===== config.mk =====
export PLATFORM = sky130hd
export DESIGN_NAME = mlbp_window
export DESIGN_NICKNAME = d
export VERILOG_FILES = /design/src/rtl/mlbp_pkg.sv /design/src/rtl/mlbp_window.sv
export SDC_FILE = /design/constraint.sdc
export NUM_CORES = 1
export LEC_CHECK = 0
export ABC_AREA = 1
export BUFFER_PORTS_ARGS = -buffer_cell sky130_fd_sc_hd__buf_2
export CORE_ASPECT_RATIO = 0.75
export CORE_MARGIN = 5
export CORE_UTILIZATION = 48
export DETAILED_ROUTE_END_ITERATION = 6
export PLACE_DENSITY = 0.79
export SLEW_MARGIN = 20
export SYNTH_ARGS = -nofsm -noshare
export SYNTH_HDL_FRONTEND = slang
export SYNTH_SLANG_ARGS = --single-unit

===== constraint.sdc =====
create_clock -name clk -period 2.9 [get_ports clk]
set_input_delay 0.29 -clock clk [delete_from_list [all_inputs] [get_ports clk]]
set_output_delay 0.29 -clock clk [all_outputs]
set_load 0.005 [all_outputs]

===== src/rtl/mlbp_pkg.sv =====
`default_nettype none
package mlbp_pkg;

	localparam int PIX_W      = 8;
	localparam int ROW_W      = 16;
	localparam int COL_OUT_W  = 11;
	localparam int CFG_IDX_W  = 2;
	localparam int CFG_DATA_W = 16;
	localparam int CFG_WID_W  = 12;
	localparam int LINE_W     = 2 * PIX_W + 1;
	localparam int RST_WIDTH  = 640;
	localparam int RST_HEIGHT = 480;
	localparam int MIN_DIM    = 3;

	typedef enum logic [CFG_IDX_W-1:0] {
		REG_IMAGE_WIDTH  = 2'd0,
		REG_IMAGE_HEIGHT = 2'd1
	} cfg_reg_t;

	typedef struct packed {
		logic                 emit;
		logic                 frame_end;
		logic [ROW_W-1:0]     row;
		logic [COL_OUT_W-1:0] col;
	} pos_t;

endpackage
`default_nettype wire


===== src/rtl/mlbp_window.sv =====
`default_nettype none
module mlbp_window import mlbp_pkg::*; #(
	parameter int AW = 11
) (
	input  wire logic                  clk,
	input  wire logic                  arst_n,
	input  wire logic                  in_valid,
	output logic                       in_ready,
	input  wire logic [PIX_W-1:0]      in_pix,
	input  wire logic                  in_mask,
	input  wire pos_t                  in_pos,
	input  wire logic [AW-1:0]         in_addr,
	input  wire logic [LINE_W-1:0]     rd_data,
	output logic                       wr_en,
	output logic      [AW-1:0]         wr_addr,
	output logic      [LINE_W-1:0]     wr_data,
	output logic                       out_valid,
	input  wire logic                  out_ready,
	output logic      [PIX_W-1:0]      out_code,
	output logic      [ROW_W-1:0]      out_row,
	output logic      [COL_OUT_W-1:0]  out_col,
	output logic                       out_fend
);

	logic                 valid_s1;
	logic [PIX_W-1:0]     pix_s1;
	logic                 msk_s1;
	pos_t                 pos_s1;
	logic [AW-1:0]        addr_s1;
	logic [PIX_W-1:0]     win_q [6];
	logic                 cmask_q;
	logic                 oval_q;
	logic [PIX_W-1:0]     code_q;
	logic [ROW_W-1:0]     row_q;
	logic [COL_OUT_W-1:0] col_q;
	logic                 fend_q;
	logic                 acc;
	logic                 out_busy;
	logic                 s1_adv;
	logic [PIX_W-1:0]     top;
	logic [PIX_W-1:0]     mid;
	logic                 up_mask;
	logic [PIX_W-1:0]     ctr;
	logic [PIX_W-1:0]     code_c;

	assign top     = rd_data[2*PIX_W-1:PIX_W];
	assign mid     = rd_data[PIX_W-1:0];
	assign up_mask = rd_data[LINE_W-1];

	assign out_busy = oval_q && !out_ready;
	assign s1_adv   = valid_s1 && !(pos_s1.emit && out_busy);
	assign in_ready = !valid_s1 || s1_adv;
	assign acc      = in_valid && in_ready;

	assign wr_en   = s1_adv;
	assign wr_addr = addr_s1;
	assign wr_data = {msk_s1, mid, pix_s1};

	always_comb begin
		ctr    = win_q[3];
		code_c = '0;
		if (cmask_q) begin
			code_c = {win_q[0] > ctr, win_q[1] > ctr, top > ctr, mid > ctr,
				pix_s1 > ctr, win_q[5] > ctr, win_q[4] > ctr, win_q[2] > ctr};
		end
	end

	always_ff @(posedge clk or negedge arst_n) begin
		if (!arst_n) begin
			valid_s1 <= 1'b0;
			oval_q   <= 1'b0;
		end else begin
			if (in_ready) begin
				valid_s1 <= in_valid;
			end
			if (s1_adv && pos_s1.emit) begin
				oval_q <= 1'b1;
			end else if (out_ready) begin
				oval_q <= 1'b0;
			end
		end
	end

	always_ff @(posedge clk) begin
		if (acc) begin
			pix_s1  <= in_pix;
			msk_s1  <= in_mask;
			pos_s1  <= in_pos;
			addr_s1 <= in_addr;
		end
		if (s1_adv) begin
			win_q[0] <= win_q[1];
			win_q[1] <= top;
			win_q[2] <= win_q[3];
			win_q[3] <= mid;
			win_q[4] <= win_q[5];
			win_q[5] <= pix_s1;
			cmask_q  <= up_mask;
		end
		if (s1_adv && pos_s1.emit) begin
			code_q <= code_c;
			row_q  <= pos_s1.row;
			col_q  <= pos_s1.col;
			fend_q <= pos_s1.frame_end;
		end
	end

	assign out_valid = oval_q;
	assign out_code  = code_q;
	assign out_row   = row_q;
	assign out_col   = col_q;
	assign out_fend  = fend_q;

	a_acc_fills_stage: assert property (@(posedge clk) disable iff (!arst_n)
		acc |=> valid_s1) else $error("accepted pixel lost before the window stage");
	a_code_drains: assert property (@(posedge clk) disable iff (!arst_n)
		oval_q && out_ready && !(s1_adv && pos_s1.emit) |=> !oval_q)
		else $error("taken code still shown as valid");
	a_center_interior: assert property (@(posedge clk) disable iff (!arst_n)
		oval_q |-> row_q != '0 && col_q != '0) else $error("code for a border pixel");

endmodule
`default_nettype wire


# --- Word level (Yosys, flattened, before mapping) ---
# Memory sizes are Yosys's and may differ from the RTL's.
# Cells that the tools add are included.
totals:
  register_bits: 88
  ramBits: 48
  inputBits: 70
  output_inout_bits: 67
  word_cells: 37
  n_memories: 1
mem_list:
  columns: ["name", "words", "width", "read_ports", "rd_ports_with_merged_regs", "write_ports", "line", "rtl"]
  rows:
  - ["win_q", 6, 8, 6, 0, 6, "mlbp_window.sv:30", "logic [PIX_W-1:0] win_q [6];"]
op_classes:
  magnitude_cmp: 8
  muxes: 4
  reduce_logical: 10
op_table:
  columns: ["cell", "count"]
  rows:
  - ["8-bit greater-than comparator", 8]
  - ["1-bit logical AND", 5]
  - ["1-bit 2-to-1 mux", 4]
  - ["1-bit logical NOT", 3]
  - ["2-bit nonzero test", 1]
  - ["1-bit logical OR", 1]

# --- Longest topological paths before layout ---
depth:
  word_depth: 7
  ltp_mapped: 9
  depth_no_buf: 9

# --- Least setup slack after synthesis ---
# No wires, ideal clock.
synth_timing:
  path_type: "register to register"
  from: "reg oval_q, in the netlist out_valid"
  to: "reg code_q[0], in the netlist out_code[0], enable pin"
  setup_ns: 0.391
  t_arrival_ns: 2.472
  required_ns: 2.509
  path_slack_ns: 0.037
  stages_incl_launch_ff: 6
  path_buffers: 0
  period_less_slack_ns: 2.863
  cell_sequence: "dfrtp_1 > nand3_1 > nand2_1 > inv_1 > nand2_1 > inv_1"
synth_between:
  elab_chain_cells: 5
synth_lines:
  columns: ["element", "line", "rtl"]
  rows:
  - ["start, declared", "mlbp_window.sv:32", "logic oval_q;"]
  - ["start signal, assigned", "mlbp_window.sv:71", "oval_q <= 1'b0;"]
  - ["start signal, assigned", "mlbp_window.sv:77", "oval_q <= 1'b1;"]
  - ["start signal, assigned", "mlbp_window.sv:79", "oval_q <= 1'b0;"]
  - ["1-bit logical AND", "mlbp_window.sv:50", "assign out_busy = oval_q && !out_ready;"]
  - ["1-bit logical AND", "mlbp_window.sv:51", "assign s1_adv = valid_s1 && !(pos_s1.emit && out_busy);"]
  - ["1-bit logical NOT", "mlbp_window.sv:51", null]
  - ["1-bit logical AND", "mlbp_window.sv:51", null]
  - ["net wr_en", "mlbp_window.sv:14", "output logic wr_en,"]
  - ["1-bit logical AND", "mlbp_window.sv:100", "if (s1_adv && pos_s1.emit) begin"]
  - ["end signal, assigned", "mlbp_window.sv:101", "code_q <= code_c;"]
  - ["end, declared", "mlbp_window.sv:33", "logic [PIX_W-1:0] code_q;"]
# The timed path passes the listed nets, and every way through them passes these cells.
# A chain may end at the register's enable or synchronous reset.

# --- Worst setup path in the final report ---
layout_timing:
  from: "reg pos_s1[28] (netlist bit)"
  to: "out wr_en"
layout_between:
  elab_chain_cells: 3
layout_lines:
  columns: ["element", "line", "rtl"]
  rows:
  - ["start, declared", "mlbp_window.sv:28", "pos_t pos_s1;"]
  - ["start signal, assigned", "mlbp_window.sv:88", "pos_s1 <= in_pos;"]
  - ["1-bit logical AND", "mlbp_window.sv:51", null]
  - ["1-bit logical NOT", "mlbp_window.sv:51", null]
  - ["1-bit logical AND", "mlbp_window.sv:51", null]
  - ["end, declared", "mlbp_window.sv:14", null]
# Every way passes these cells.

==> flow_summary.ini <==
[outcome]
outcome = finished clean

[synthesis]
ys_seq_elements = 136
synth_mux_area_share_pct = 0
yosysUniqueCellTypes = 14
synth_top_family_by_area = adder cells
avgSynthCellArea_um2 = 14.0
synth_seq_area_share_pct = 70.2
synth_xor_area_share_pct = 0
synth-compound-area-share_pct = 3.24
ys_warn_count = 0
synth-simple-area-share_pct = 8.69
synthesis.nets = 547
syn-instance-count = 413
netlist_area_um2 = 5800
synthAdderAreaFrac_pct = 13.8

[timing]
worstMarginPinSlew_ps = 651
fmax_ghz = 0.479
max_slew_margin_pct = 56.6
finalCritPeriodShare_pct = 71.9
setup_tns_ps = 0
setup_viol = 0
final-hold-violation-count = 0
period_needed_ps = 2090
grt_setup_unrepaired = no
clock-skew-final_ps = 4.94
drv_slew = 0

[global_route]
antenna_found_initial = 0
track_usage_pct = 17.6
grt_start_max_net_pins = 51
grt_pass1_vias = 3810
grt.overflow.total = 0
grt_pass1_wl_um = 19100

[power_and_ir_drop]
p_leak_nw = 3.22
power_density_nw_per_um2 = 691
vdd_ir_drop_max_mv = 0.443
p_total_mw = 4.99

[worst_setup_path]
rr_endpoint = out_code[0]$_SDFFCE_PN0P_
path_max_fanout = 50
cp.required_ps = 2610
reg2reg_slack_ps = 1150
cp_data_arrival_time_ps = 1800
endpoint_kind = output port
r2r-start = win_q[3][2]$_DFFE_PP_
ff2ff_path_depth = 8
cp-start-kind = flop
path_class = flop to output port

[routing]
first_pass_iters = 4
drt-total-wl_um = 12200
viasPerCell = 4.87
drc = 0
wire_per_inst_um = 16.5
drtAntennaViolNets = 0
via_count = 3586
drt-initial-drc-count = 299

[final_layout]
diodes = 0
area_delta_synth_final_pct = 24.6
fillers = 894
nNetsFinal = 696
final_cell_mix = buf_2, edfxtp_1, nand2_1
drive_gt1_share_pct = 32.5
final_common_cell = buf_2

[place]
hpwl_um = 8810
gp_congestion = 0.848
port_buffers = 136

[run]
cap_viol_max_count = 0

[clock_tree]
numCtsBuffers = 17
clock_path_buffers = 2
cts_tree = yes
insertion_delay_ps = 410
clock-sinks = 136
cts_max_level = 4
post_cts_buffers = 0
clk_pin_slew_worst_paths_ps = 60
cts_root_buf = clkbuf_16

[die]
ios = 137
core_area_um2 = 11700
die_y_um = 105
die-area_um2 = 14400
die-width_um = 137
initial_core_util_pct = 49.6
core.rowCount = 34

[hold_path]
whs_path_depth = 1
hold_class = input port to flop
worstHoldStart = in_addr[8]
hold_end = wr_addr[8]$_DFFE_PP_
-- timing repair --
item	CTS	global route
resized for setup	0	0
endpoints found under the hold margin	2	0
hold buffers	1	0
-- power by group --
| group | switching [mW] | internal (mW) | leakage, nW |
|---|---|---|---|
| clock network | 0.894 | 1.22 | 0.275 |
| registers | 0.0528 | 2.33 | 1.32 |
| logic | 0.305 | 0.200 | 1.63 |
| total | 1.25 | 3.74 | 3.22 |
-- layout make-up --
| type | instances | area, µm² | area share (%) |
|---|---|---|---|
| clock buffers | 17 | 425 | 5.89 |
| clock inverters | 15 | 158 | 2.18 |
| inverters | 43 | 161 | 2.23 |
| multi-input cells | 224 | 1490 | 20.7 |
| flip-flops and latches | 136 | 4070 | 56.4 |
| well taps | 162 | 203 | 2.80 |
| repair buffers | 140 | 713 | 9.87 |
-- cell usage after synthesis (all sizes together) --
cell type	number	area, µm²
inv	43	161
edfxtp	134	4020
a21oi	24	120
nor2	32	140
nand2	94	353
ha	64	801
nand3	1	5.00
nand4	1	6.26
buf	10	72.6
a21o	8	67.6
dfrtp	2	50.1
-- worst max-delay path by stage --
stage / startpoint / to / slack [ps] / cells past startpoint
finish: pos_s1[28]$_DFFE_PP_ / wr_en / 810 / 5
global route: pos_s1[28]$_DFFE_PP_ / wr_en / 680 / 5
CTS: pos_s1[28]$_DFFE_PP_ / wr_en / 800 / 5
detailed placement: win_q[3][2]$_DFFE_PP_ / out_code[0]$_SDFFCE_PN0P_ / 1200 / 8
global placement: out_ready / wr_en / 1270 / 7
floorplan: out_valid$_DFFE_PN0P_ / out_code[0]$_SDFFCE_PN0P_ / 40 / 5
-- sequential cells by signal (all words and copies together) (netlist names) --
| signal | count |
|---|---|
| pos_s1 | 29 |
| wr_addr | 11 |
| out_code | 8 |
| pix_s1 | 8 |
| out_col | 11 |
| msk_s1 | 1 |
| win_q | 48 |
| out_fend | 1 |
| out_valid | 1 |
| valid_s1 | 1 |
| cmask_q | 1 |
| out_row | 16 |
-- logic make-up (layout without fill, tap and decap cells) --
logic type	count (synthesis)	after routing
simple gates	128	128
buf+inv	53	215
flops	136	136
compound gates	32	32
fa+ha+maj	64	64
-- worst max-delay path, stage by stage (launching register included) --
cell	delay (ps)
edfxtp_1	410
nand3_1	100
nand2_1	60
inv_2	50
buf_4	510
buf_2	230
-- through the flow --
step | utilization (%) | setup slack, ps | area, µm² | hold slack, ps | cells
floorplan | - | 37.2 | 5800 | -5.59 | 413
global placement | 56.7 | 1270 | 6630 | 80.7 | 704
detailed placement | 56.7 | 1200 | 6630 | 79.5 | 704
CTS | 61.8 | 801 | 7230 | 35.4 | 737
global route | 61.8 | 683 | 7230 | 28.2 | 737
finish | 61.8 | 814 | 7230 | 47.0 | 737
-- per-layer routing --
metal	vias to the layer above	track usage, %	share of wire (%)
met1	1714	22.1	41
met4	0	6.13	0.78
met2	123	28.8	51
li1	1742	-	-
met3	7	5.62	7.7
met5	-	0	0
No activity file was read; power rests on OpenSTA's default activity.
