### config.mk
export PLATFORM = sky130hd
export DESIGN_NAME = mlbp_scan
export DESIGN_NICKNAME = d
export VERILOG_FILES = /design/src/rtl/mlbp_pkg.sv /design/src/rtl/mlbp_scan.sv
export SDC_FILE = /design/constraint.sdc
export NUM_CORES = 1
export LEC_CHECK = 0
export BUFFER_PORTS_ARGS = -buffer_cell sky130_fd_sc_hd__buf_4
export CORE_MARGIN = 2
export CORE_UTILIZATION = 58
export DETAILED_ROUTE_END_ITERATION = 10
export HOLD_SLACK_MARGIN = 0.15
export PLACE_DENSITY_LB_ADDON = 0.15
export SLEW_MARGIN = 5
export SYNTH_ARGS = -nofsm -noshare
export SYNTH_HDL_FRONTEND = slang
export SYNTH_SLANG_ARGS = --single-unit
### constraint.sdc
create_clock -name clk -period 3.5 [get_ports clk]
set_input_delay 0.175 -clock clk [delete_from_list [all_inputs] [get_ports clk]]
set_output_delay 0.175 -clock clk [all_outputs]
set_load 0.03 [all_outputs]
### src/rtl/mlbp_pkg.sv
`default_nettype none
package mlbp_pkg;

	localparam int PIX_W      = 8;
	localparam int ROW_W      = 16;
	localparam int COL_OUT_W  = 11;
	localparam int CFG_IDX_W  = 2;
	localparam int CFG_DATA_W = 16;
	localparam int CFG_WID_W  = 12;
	localparam int LINE_W     = 2 * PIX_W + 1;
	localparam int RST_WIDTH  = 640;
	localparam int RST_HEIGHT = 480;
	localparam int MIN_DIM    = 3;

	typedef enum logic [CFG_IDX_W-1:0] {
		REG_IMAGE_WIDTH  = 2'd0,
		REG_IMAGE_HEIGHT = 2'd1
	} cfg_reg_t;

	typedef struct packed {
		logic                 emit;
		logic                 frame_end;
		logic [ROW_W-1:0]     row;
		logic [COL_OUT_W-1:0] col;
	} pos_t;

endpackage
`default_nettype wire

### src/rtl/mlbp_scan.sv
`default_nettype none
module mlbp_scan import mlbp_pkg::*; #(
	parameter int MAX_WIDTH = 2048,
	parameter int AW        = 11
) (
	input  wire logic                  clk,
	input  wire logic                  arst_n,
	input  wire logic                  cfg_we,
	input  wire logic [CFG_IDX_W-1:0]  cfg_idx,
	input  wire logic [CFG_DATA_W-1:0] cfg_data,
	input  wire logic                  acc,
	output logic      [AW-1:0]         addr,
	output pos_t                       pos
);

	localparam int WW    = $clog2(MAX_WIDTH + 1);
	localparam int RST_W = (RST_WIDTH > MAX_WIDTH) ? MAX_WIDTH : RST_WIDTH;

	logic [WW-1:0]        width_q;
	logic [ROW_W-1:0]     height_q;
	logic [AW-1:0]        col_q;
	logic [ROW_W-1:0]     row_q;
	logic [CFG_WID_W-1:0] wr_w;
	logic [WW-1:0]        new_w;
	logic [ROW_W-1:0]     new_h;
	logic                 col_last;
	logic                 row_last;
	logic [AW-1:0]        col_m1;

	always_comb begin
		wr_w = cfg_data[CFG_WID_W-1:0];
		if (int'(wr_w) < MIN_DIM) begin
			new_w = WW'(MIN_DIM);
		end else if (int'(wr_w) > MAX_WIDTH) begin
			new_w = WW'(MAX_WIDTH);
		end else begin
			new_w = WW'(wr_w);
		end
		if (int'(cfg_data) < MIN_DIM) begin
			new_h = ROW_W'(MIN_DIM);
		end else begin
			new_h = cfg_data;
		end
	end

	assign col_last = (WW'(col_q) == width_q - WW'(1));
	assign row_last = (row_q == height_q - ROW_W'(1));
	assign col_m1   = col_q - AW'(1);

	always_ff @(posedge clk or negedge arst_n) begin
		if (!arst_n) begin
			width_q  <= WW'(RST_W);
			height_q <= ROW_W'(RST_HEIGHT);
			col_q    <= '0;
			row_q    <= '0;
		end else if (cfg_we && (cfg_idx == REG_IMAGE_WIDTH || cfg_idx == REG_IMAGE_HEIGHT)) begin
			if (cfg_idx == REG_IMAGE_WIDTH) begin
				width_q <= new_w;
			end else begin
				height_q <= new_h;
			end
			col_q <= '0;
			row_q <= '0;
		end else if (acc) begin
			if (col_last) begin
				col_q <= '0;
				row_q <= row_last ? '0 : row_q + ROW_W'(1);
			end else begin
				col_q <= col_q + AW'(1);
			end
		end
	end

	assign addr          = col_q;
	assign pos.emit      = (row_q >= ROW_W'(2)) && (col_q >= AW'(2));
	assign pos.frame_end = row_last && col_last;
	assign pos.row       = row_q - ROW_W'(1);
	assign pos.col       = COL_OUT_W'(col_m1);

	a_col_in_row: assert property (@(posedge clk) disable iff (!arst_n)
		WW'(col_q) < width_q) else $error("column count beyond row width");
	a_row_in_frame: assert property (@(posedge clk) disable iff (!arst_n)
		row_q < height_q) else $error("row count beyond frame height");

endmodule
`default_nettype wire

After elaboration in Yosys (flattened, before gate mapping) --
Cells that the tools add are included.
Cells by class: reduce and logical (&&, ||, !) cells 10, div/mod/pow operators 0, magnitude comparators 5, bitwise operators 1, mux-type cells 10, add/subtract/negate cells 6, shifts and indexed selects 0, equality and inequality tests 3, $mul 0
Operators with widths (number):
- 16-bit 2-to-1 mux | 5
- 11-bit 2-to-1 mux | 3
- 16-bit by 1-bit subtractor with 16-bit output, second input constant | 2
- 12-bit 2-to-1 mux | 2
- 16-bit by 1-bit adder with 16-bit output, second input constant | 1
- 16-bit == test | 1
- 16-bit by 2-bit >= comparator with 1-bit output, second input constant | 1
- 16-bit by 2-bit less-than comparator with 1-bit output, second input constant | 1
- 11-bit by 12-bit == test with 1-bit output | 1
- 12-bit > comparator, second input constant | 1
- 12-bit by 2-bit less-than comparator with 1-bit output, second input constant | 1
- 12-bit by 1-bit subtractor with 12-bit output, second input constant | 1
- 11-bit by 1-bit adder with 11-bit output, second input constant | 1
- 11-bit by 2-bit >= comparator with 1-bit output, second input constant | 1
- 11-bit by 1-bit subtractor with 11-bit output, second input constant | 1
- 2-bit AND reduction | 3
- 2-bit nonzero test | 2
- 1-bit logical AND | 3
- 2-bit by 1-bit == test with 1-bit output, second input constant | 1
- 2-bit zero test | 1
- 1-bit logical OR | 1
- 1-bit NOT | 1
Word-level totals: bits in latches 0, memories kept 0, register bits after elaboration 55, input bits 22, logic and storage cells 39, RAM bits 0, ROM bits 0, output and inout bits 40

Logic depth before layout (Yosys ltp) --
Gate-level depths: netlist of the first run.
depth after elaboration 6, depth in mapped cells 13, depth with buffers taken out 10

Worst setup path after synthesis of the first run --
Ideal clock, no wire load.
kind register -> register, start point register width_q[3], end point register row_q[11], period minus slack after synthesis 2919 ps, setup slack 581 ps, required time 3380 ps, cell stages (with the launch flop) 11, arrival time 2799 ps, cells stage by stage dfrtp_1 > buf_6 > or4_1 > buf_2 > or4_4 > a21oi_2 > o31ai_1 > nor4b_4 > nor2_2 > a22o_1 > a31o_1
Between the ends: longest elaborated chain between the ends 4
RTL lines:
- start: declaration | line mlbp_scan.sv:19 | logic [WW-1:0] width_q;
- start signal: assignment | line mlbp_scan.sv:52 | width_q <= WW'(RST_W);
- start signal: assignment | line mlbp_scan.sv:58 | width_q <= new_w;
- 12-bit by 1-bit subtractor with 12-bit output | line mlbp_scan.sv:46 | assign col_last = (WW'(col_q) == width_q - WW'(1));
- 11-bit by 12-bit == test with 1-bit output | line mlbp_scan.sv:46
- 2-bit nonzero test (no source line)
- 2-bit AND reduction (no source line)
- end signal: assignment | line mlbp_scan.sv:67 | row_q <= row_last ? '0 : row_q + ROW_W'(1);
- end: declaration | line mlbp_scan.sv:22 | logic [ROW_W-1:0] row_q;
Every way passes these cells. A chain may end at the register's enable or synchronous reset.

==> impl_metrics.json, run 1 <==
{
  "status": "complete, no violations",
  "startpoint_type": "flop",
  "ys_top_cells_by_area": "dfrtp_1, xor2_1, xnor2_1",
  "ys.flop_type": "dfrtp_1",
  "hold_class": "in -> reg",
  "ys_seq_elements": 55,
  "finalSetupTns_ns": 0,
  "ctsLongestPathBuffers": 2,
  "multi_input_area_sq_um": 2629,
  "place_ws_ns": 0.1499,
  "vdd_drop_max_mv": 0.2559,
  "power.total_mw": 2.007,
  "cts-root-buf": "clkbuf_8",
  "place_hpwl_um": 8095,
  "finalHoldViolations": 0,
  "gp_congestion": 0.9392,
  "synth_edf_count": 0,
  "ys_types": 62,
  "chipHeight_um": 89.39,
  "ys_top_cells_by_count": "dfrtp_1, nor2_1, xor2_1, clkbuf_1, nand2_1",
  "end_kind": "output port",
  "placedCellCount": 632,
  "postSynthCellCount": 500,
  "cts.sinks": 55,
  "p_clk_frac": 0.225,
  "die_area_sq_um": 7991,
  "critical_path.max_stage_delay_ns": 0.65,
  "p_sw_frac": 0.3816,
  "synth-seq-area-share": 0.3272,
  "via_per_inst": 6.040,
  "fmax_mhz": 310.1,
  "path_cells": "or4_1, or4_1, o311ai_0, a41oi_1, nor3_1, nand4_1, nor2_1, buf_4",
  "drive_gt1_frac": 0.1957,
  "post-route-period-util": 0.9213,
  "leakage_nw": 2.228,
  "drc_errors": 0,
  "syn_nets": 530,
  "arrival_ns": 3.05,
  "power_density_nw_per_um2": 401.1,
  "cts_tree": "built",
  "worst_slack_ns": 0.2756,
  "initial_core_util": 0.5926,
  "final-seq-area_sq_um": 1384,
  "ant_nets": 0,
  "wl_per_cell_um": 17.12,
  "htree_levels": 2,
  "pin_count": 62,
  "syn_area_per_cell_sq_um": 8.458,
  "cts_setup_buffers": 0,
  "grt_pass1_wl_um": 17620,
  "overflow": 0,
  "yosysMostFrequentCell": "dfrtp_1",
  "cp_common_cell": "or4_1",
  "finalWirelength_um": 11230,
  "setup_viol": 0,
  "maxSlewViolCount": 0,
  "std_cell_rows": 31,
  "p_int_mw": 1.241,
  "clk_pin_slew_ns": 0.11,
  "fillers": 619,
  "period_minus_slack_ns": 3.224,
  "num_vias": 3962,
  "n_antenna_cell": 0,
  "yosysTopAreaCell": "dfrtp_1",
  "seqPwrFrac": 0.406,
  "fp.dieW_um": 89.39,
  "clock_latency_ns": 0.32,
  "async_flop_share": 1.000,
  "port_buffers": 61,
  "cap_violations": 0,
  "p_comb_frac": 0.369,
  "synth_area_sq_um": 4229,
  "final_util": 0.7009,
  "cp.required_ns": 3.32,
  "criticalPathCategory": "reg -> out",
  "grt_pass1_vias": 3553,
  "numCtsBuffers": 5,
  "ys.warnings.count": 0,
  "grt_start_max_net_pins": 56,
  "crit_slowest_cell": "or4_1",
  "worst_pin_slew_ns": 0.7880,
  "syn2layout_area_growth_pct": 18.28,
  "core-area_sq_um": 7137,
  "crit_fanout": 9,
  "grt_usage": 0.2837,
  "rsz0062_at_grt": "no",
  "drt_pass1_iterations": 4,
  "switchingPower_uw": 765.8,
  "final_cells": 656,
  "relSlewSlack": 0.4698,
  "drt_iter0_drc": 243,
  "skew_ns": 0.006021,
  "yosys.area.top_type_share": 0.2899,
  "nNetsFinal": 586,
  "antenna_found_initial": 0
}
[critical path, delay by kind of cell (launching register included)]
family / cells / cell delay, ns
flip-flops: 1 / 0.48
AO/OA/AOI/OAI: 2 / 0.22
AND/OR/NAND/NOR: 5 / 1.83
buffers and inverters: 1 / 0.19
[repair_timing]
item	CTS	global route
endpoints found under the setup margin	0	7
endpoints found under the hold margin	74	0
hold buffers	16	0
gates resized for setup	0	1
[final cells by class]
class                   count  area share
well taps                  99     0.02476
multi-input cells         390      0.5255
repair buffers             85      0.1356
flip-flops and latches     55      0.2766
clock inverters             3    0.009505
inverters                  19     0.01426
clock buffers               5     0.01376
[logic make-up (layout without fill, tap and decap cells)]
group / Yosys count / after routing / share of synthesized area
AND/OR/NAND/NOR: 223 / 223 / 0.2896
AO/OA/AOI/OAI: 83 / 83 / 0.1391
XOR/XNOR: 56 / 56 / 0.1160
flip-flops: 55 / 55 / 0.3272
buffers and inverters: 55 / 112 / 0.05266
multiplexers: 20 / 20 / 0.05178
adder cells (fa/ha/maj): 8 / 8 / 0.02367
[power by group through the flow]
stage | clock network (mW) | logic, mW | registers (mW)
5_1_grt | 0.485 | 0.802 | 0.826
3_5_place_dp | 0 | 0.721 | 0.823
4_1_cts | 0.458 | 0.739 | 0.812
3_3_place_gp | 0 | 0.707 | 0.819
6_report | 0.451 | 0.741 | 0.814
2_1_floorplan | 0 | 0.528 | 0.786
[through the flow]
stage,hold slack (ns),area [sq um]
2_1_floorplan,-0.1206,4229
3_3_place_gp,0.2670,4720
3_5_place_dp,0.2804,4720
4_1_cts,0.1610,4996
5_1_grt,0.1799,5002
6_report,0.1648,5002
[cell usage in the layout, fill, tap and decap left out, types with 5 or more instances in the layout]
master / n
o31ai_1: 6
nand3b_1: 5
inv_1: 19
mux2_2: 15
mux2i_1: 5
o21ai_0: 14
dfrtp_1: 49
nand2b_1: 15
a22o_1: 9
nand2_1: 31
or3_1: 8
nor2_1: 43
nand3_1: 20
dfstp_2: 6
xnor2_1: 20
clkbuf_8: 5
dlygate4sd3_1: 16
nor2b_1: 5
buf_4: 69
or4_1: 7
a21oi_1: 12
nand4_1: 11
and3_1: 17
ha_1: 8
nor4_1: 14
nor3_1: 28
xor2_1: 36
[registers in the layout, indices dropped and copies added, names as in the netlist]
| register | cells |
|---|---|
| addr | 11 |
| height_q | 16 |
| row_q | 16 |
| width_q | 12 |
[layer usage]
metal	track usage	up-vias	wire length (um)	part of all wire
met4	0.09634	0	269	0.024
met5	0	-	0	0
met2	0.4936	106	5674	0.51
li1	-	1921	-	-
met1	0.3647	1915	4819	0.43
met3	0.03416	20	466	0.041
[path summary, 6_finish.rpt]
path | startpoint | to | slack (ns) | depth (start not counted)
setup / recovery | height_q[2]$_DFFE_PN0P_ | pos[27] | 0.28 | 8
hold / removal | cfg_data[0] | height_q[0]$_DFFE_PN0P_ | 0.16 | 3
setup reg to reg | height_q[0]$_DFFE_PN0P_ | row_q[4]$_DFFE_PN0P_ | 0.31 | 10
hold reg to reg | height_q[15]$_DFFE_PN0P_ | height_q[15]$_DFFE_PN0P_ | 0.55 | 1
max in group asynchronous | arst_n | height_q[0]$_DFFE_PN0P_ | 2.60 | 2
min in group asynchronous | arst_n | addr[6]$_DFFE_PN0P_ | 0.44 | 2
(Power assumes the default switching activity.)
==> inputs of run 2 (changes only) <==
==> constraint.sdc (replaced) <==
create_clock -name clk -period 3.5 [get_ports clk]
set_input_delay 0.35 -clock clk [delete_from_list [all_inputs] [get_ports clk]]
set_output_delay 0.35 -clock clk [all_outputs]
set_load 0.03 [all_outputs]
==> impl_metrics.json, run 2 (synthesis results as in run 1) <==
{
  "status": "complete, no violations",
  "ctsLongestPathBuffers": 2,
  "relSlewSlack": 0.5057,
  "place_ws_ns": 0.3462,
  "cts_tree": "built",
  "p_sw_frac": 0.3958,
  "finalHoldViolations": 0,
  "criticalPathCategory": "reg -> out",
  "n_antenna_cell": 0,
  "core-area_sq_um": 7137,
  "reg2reg_slack_ns": 0.31,
  "overflow": 0,
  "rr_worst_depth": 10,
  "power_density_nw_per_um2": 395.7,
  "numCtsBuffers": 5,
  "fillers": 642,
  "finalSetupTns_ns": 0,
  "antenna_found_initial": 0,
  "chipHeight_um": 89.39,
  "switchingPower_uw": 759.5,
  "cts-root-buf": "clkbuf_8",
  "post-route-period-util": 0.9616,
  "wl_per_cell_um": 16.97,
  "place_hpwl_um": 8159,
  "rsz0062_at_grt": "no",
  "seqPwrFrac": 0.428,
  "period_minus_slack_ns": 3.366,
  "port_buffers": 61,
  "startpoint": "width_q[3]$_DFFE_PN0P_",
  "maxSlewViolCount": 0,
  "grt_start_max_net_pins": 56,
  "nNetsFinal": 573,
  "p_int_mw": 1.159,
  "pin_count": 62,
  "drc_errors": 0,
  "via_per_inst": 6.168,
  "finalInstanceArea_sq_um": 4850,
  "arrival_ns": 3.02,
  "htree_levels": 2,
  "cp.required_ns": 3.15,
  "ant_nets": 0,
  "end_kind": "output port",
  "clk_pin_slew_ns": 0.11,
  "r2r-end": "row_q[8]$_DFFE_PN0P_",
  "fmax_mhz": 297.1,
  "drt_pass1_iterations": 5,
  "fp.dieW_um": 89.39,
  "grt_usage": 0.2764,
  "final_common_cell": "buf_4",
  "p_clk_frac": 0.192,
  "gp_congestion": 0.9243,
  "cts_setup_buffers": 0,
  "startpoint_type": "flop",
  "min_path_cells": 2,
  "vdd_drop_max_mv": 0.1625,
  "layout_common_cells": "buf_4, dfrtp_1, nor2_1, xor2_1, nand2_1",
  "die_area_sq_um": 7991,
  "worst_pin_slew_ns": 0.7347,
  "clock_latency_ns": 0.32,
  "finalWirelength_um": 10910,
  "dpl_cell_area_sq_um": 4735,
  "hold_class": "in -> reg",
  "grt_pass1_wl_um": 17260,
  "syn2layout_area_growth_pct": 14.67,
  "drt_iter0_drc": 208,
  "reg_top3": "height_q: 16 flops, row_q: 16 flops, width_q: 12 flops",
  "setup_viol": 0,
  "crit_fanout": 10,
  "drive_gt1_frac": 0.2040,
  "endpoint": "pos[27]",
  "std_cell_rows": 31,
  "cap_violations": 0,
  "cts.sinks": 55,
  "timing.rr.start": "height_q[0]$_DFFE_PN0P_",
  "skew_ns": 0.009939,
  "num_vias": 3966,
  "worst_slack_ns": 0.1342,
  "leakage_nw": 2.163,
  "holdWs_ns": 0.2658,
  "p_comb_frac": 0.380,
  "initial_core_util": 0.5926,
  "grt_pass1_vias": 3518
}
run 2: cell types whose count changed in the layout (fill, tap and decap cells not counted):
cell,previous run,this run
dlygate4sd3_1,16,1
buf_4,69,71
clkinvlp_4,0,2
bufinv_16,1,0
clkinv_4,1,0
nor4_2,1,0
nor4_4,0,1
nor4b_1,2,3
nor4b_2,1,0
or4_1,7,6
or4_4,1,2
run 2: power groups by stage:
stage | Sequential [mW] | Clock [mW] | Combinational (mW)
after floorplan | 0.786 | 0 | 0.528
after global placement | 0.821 | 0 | 0.704
after detailed placement | 0.827 | 0 | 0.722
after CTS | 0.816 | 0.380 | 0.726
after global routing | 0.834 | 0.404 | 0.792
final | 0.822 | 0.368 | 0.729
run 2: worst min path at each step:
stage	end	slack (ns)	from
after CTS	height_q[13]$_DFFE_PN0P_	0.26	cfg_data[13]
final	height_q[13]$_DFFE_PN0P_	0.27	cfg_data[13]
after floorplan	addr[0]$_DFFE_PN0P_	0.05	arst_n
after global placement	addr[7]$_DFFE_PN0P_	0.44	arst_n
after detailed placement	addr[7]$_DFFE_PN0P_	0.45	arst_n
after global routing	width_q[3]$_DFFE_PN0P_	0.26	cfg_data[3]
run 2: repair_timing:
action	in CTS	in global routing
hold buffers	1	0
hold endpoints to repair	49	0
setup endpoints to repair	0	1
gates resized for setup	0	2
run 2: metrics by stage:
| step | utilization | total power [mW] | cells |
|---|---|---|---|
| 2_1_floorplan | - | 1.314 | 500 |
| 3_3_place_gp | 0.6634 | 1.526 | 634 |
| 3_5_place_dp | 0.6634 | 1.549 | 634 |
| 4_1_cts | 0.6778 | 1.923 | 643 |
| 5_1_grt | 0.6795 | 2.030 | 643 |
| 6_report | 0.6795 | 1.919 | 643 |
run 2: area by class of cell:
class / count / area [sq um] / area share
Multi-Input combinational cell: 390 / 2635 / 0.5433
Sequential cell: 55 / 1384 / 0.2853
Timing Repair Buffer: 72 / 543.0 / 0.1120
Tap cell: 99 / 123.9 / 0.02554
Inverter: 19 / 71.32 / 0.01471
Clock buffer: 5 / 68.82 / 0.01419
Clock inverter: 3 / 23.77 / 0.004902
run 2: worst max-delay path, stage by stage, from the launching register on:
cell	delay (ns)
dfrtp_1	0.48
or4_1	0.70
or4_4	0.56
a21oi_2	0.19
nor3_1	0.11
nand3b_1	0.23
nor2_1	0.22
buf_4	0.20
run 2: per-layer routing:
metal  part of all wire  vias to the layer above  track usage
met2               0.50                      138       0.4707
met3              0.049                       24      0.03509
met4              0.025                        0      0.08955
met1               0.42                     1906       0.3647
met5                  0                        -            0
li1                   -                     1898            -
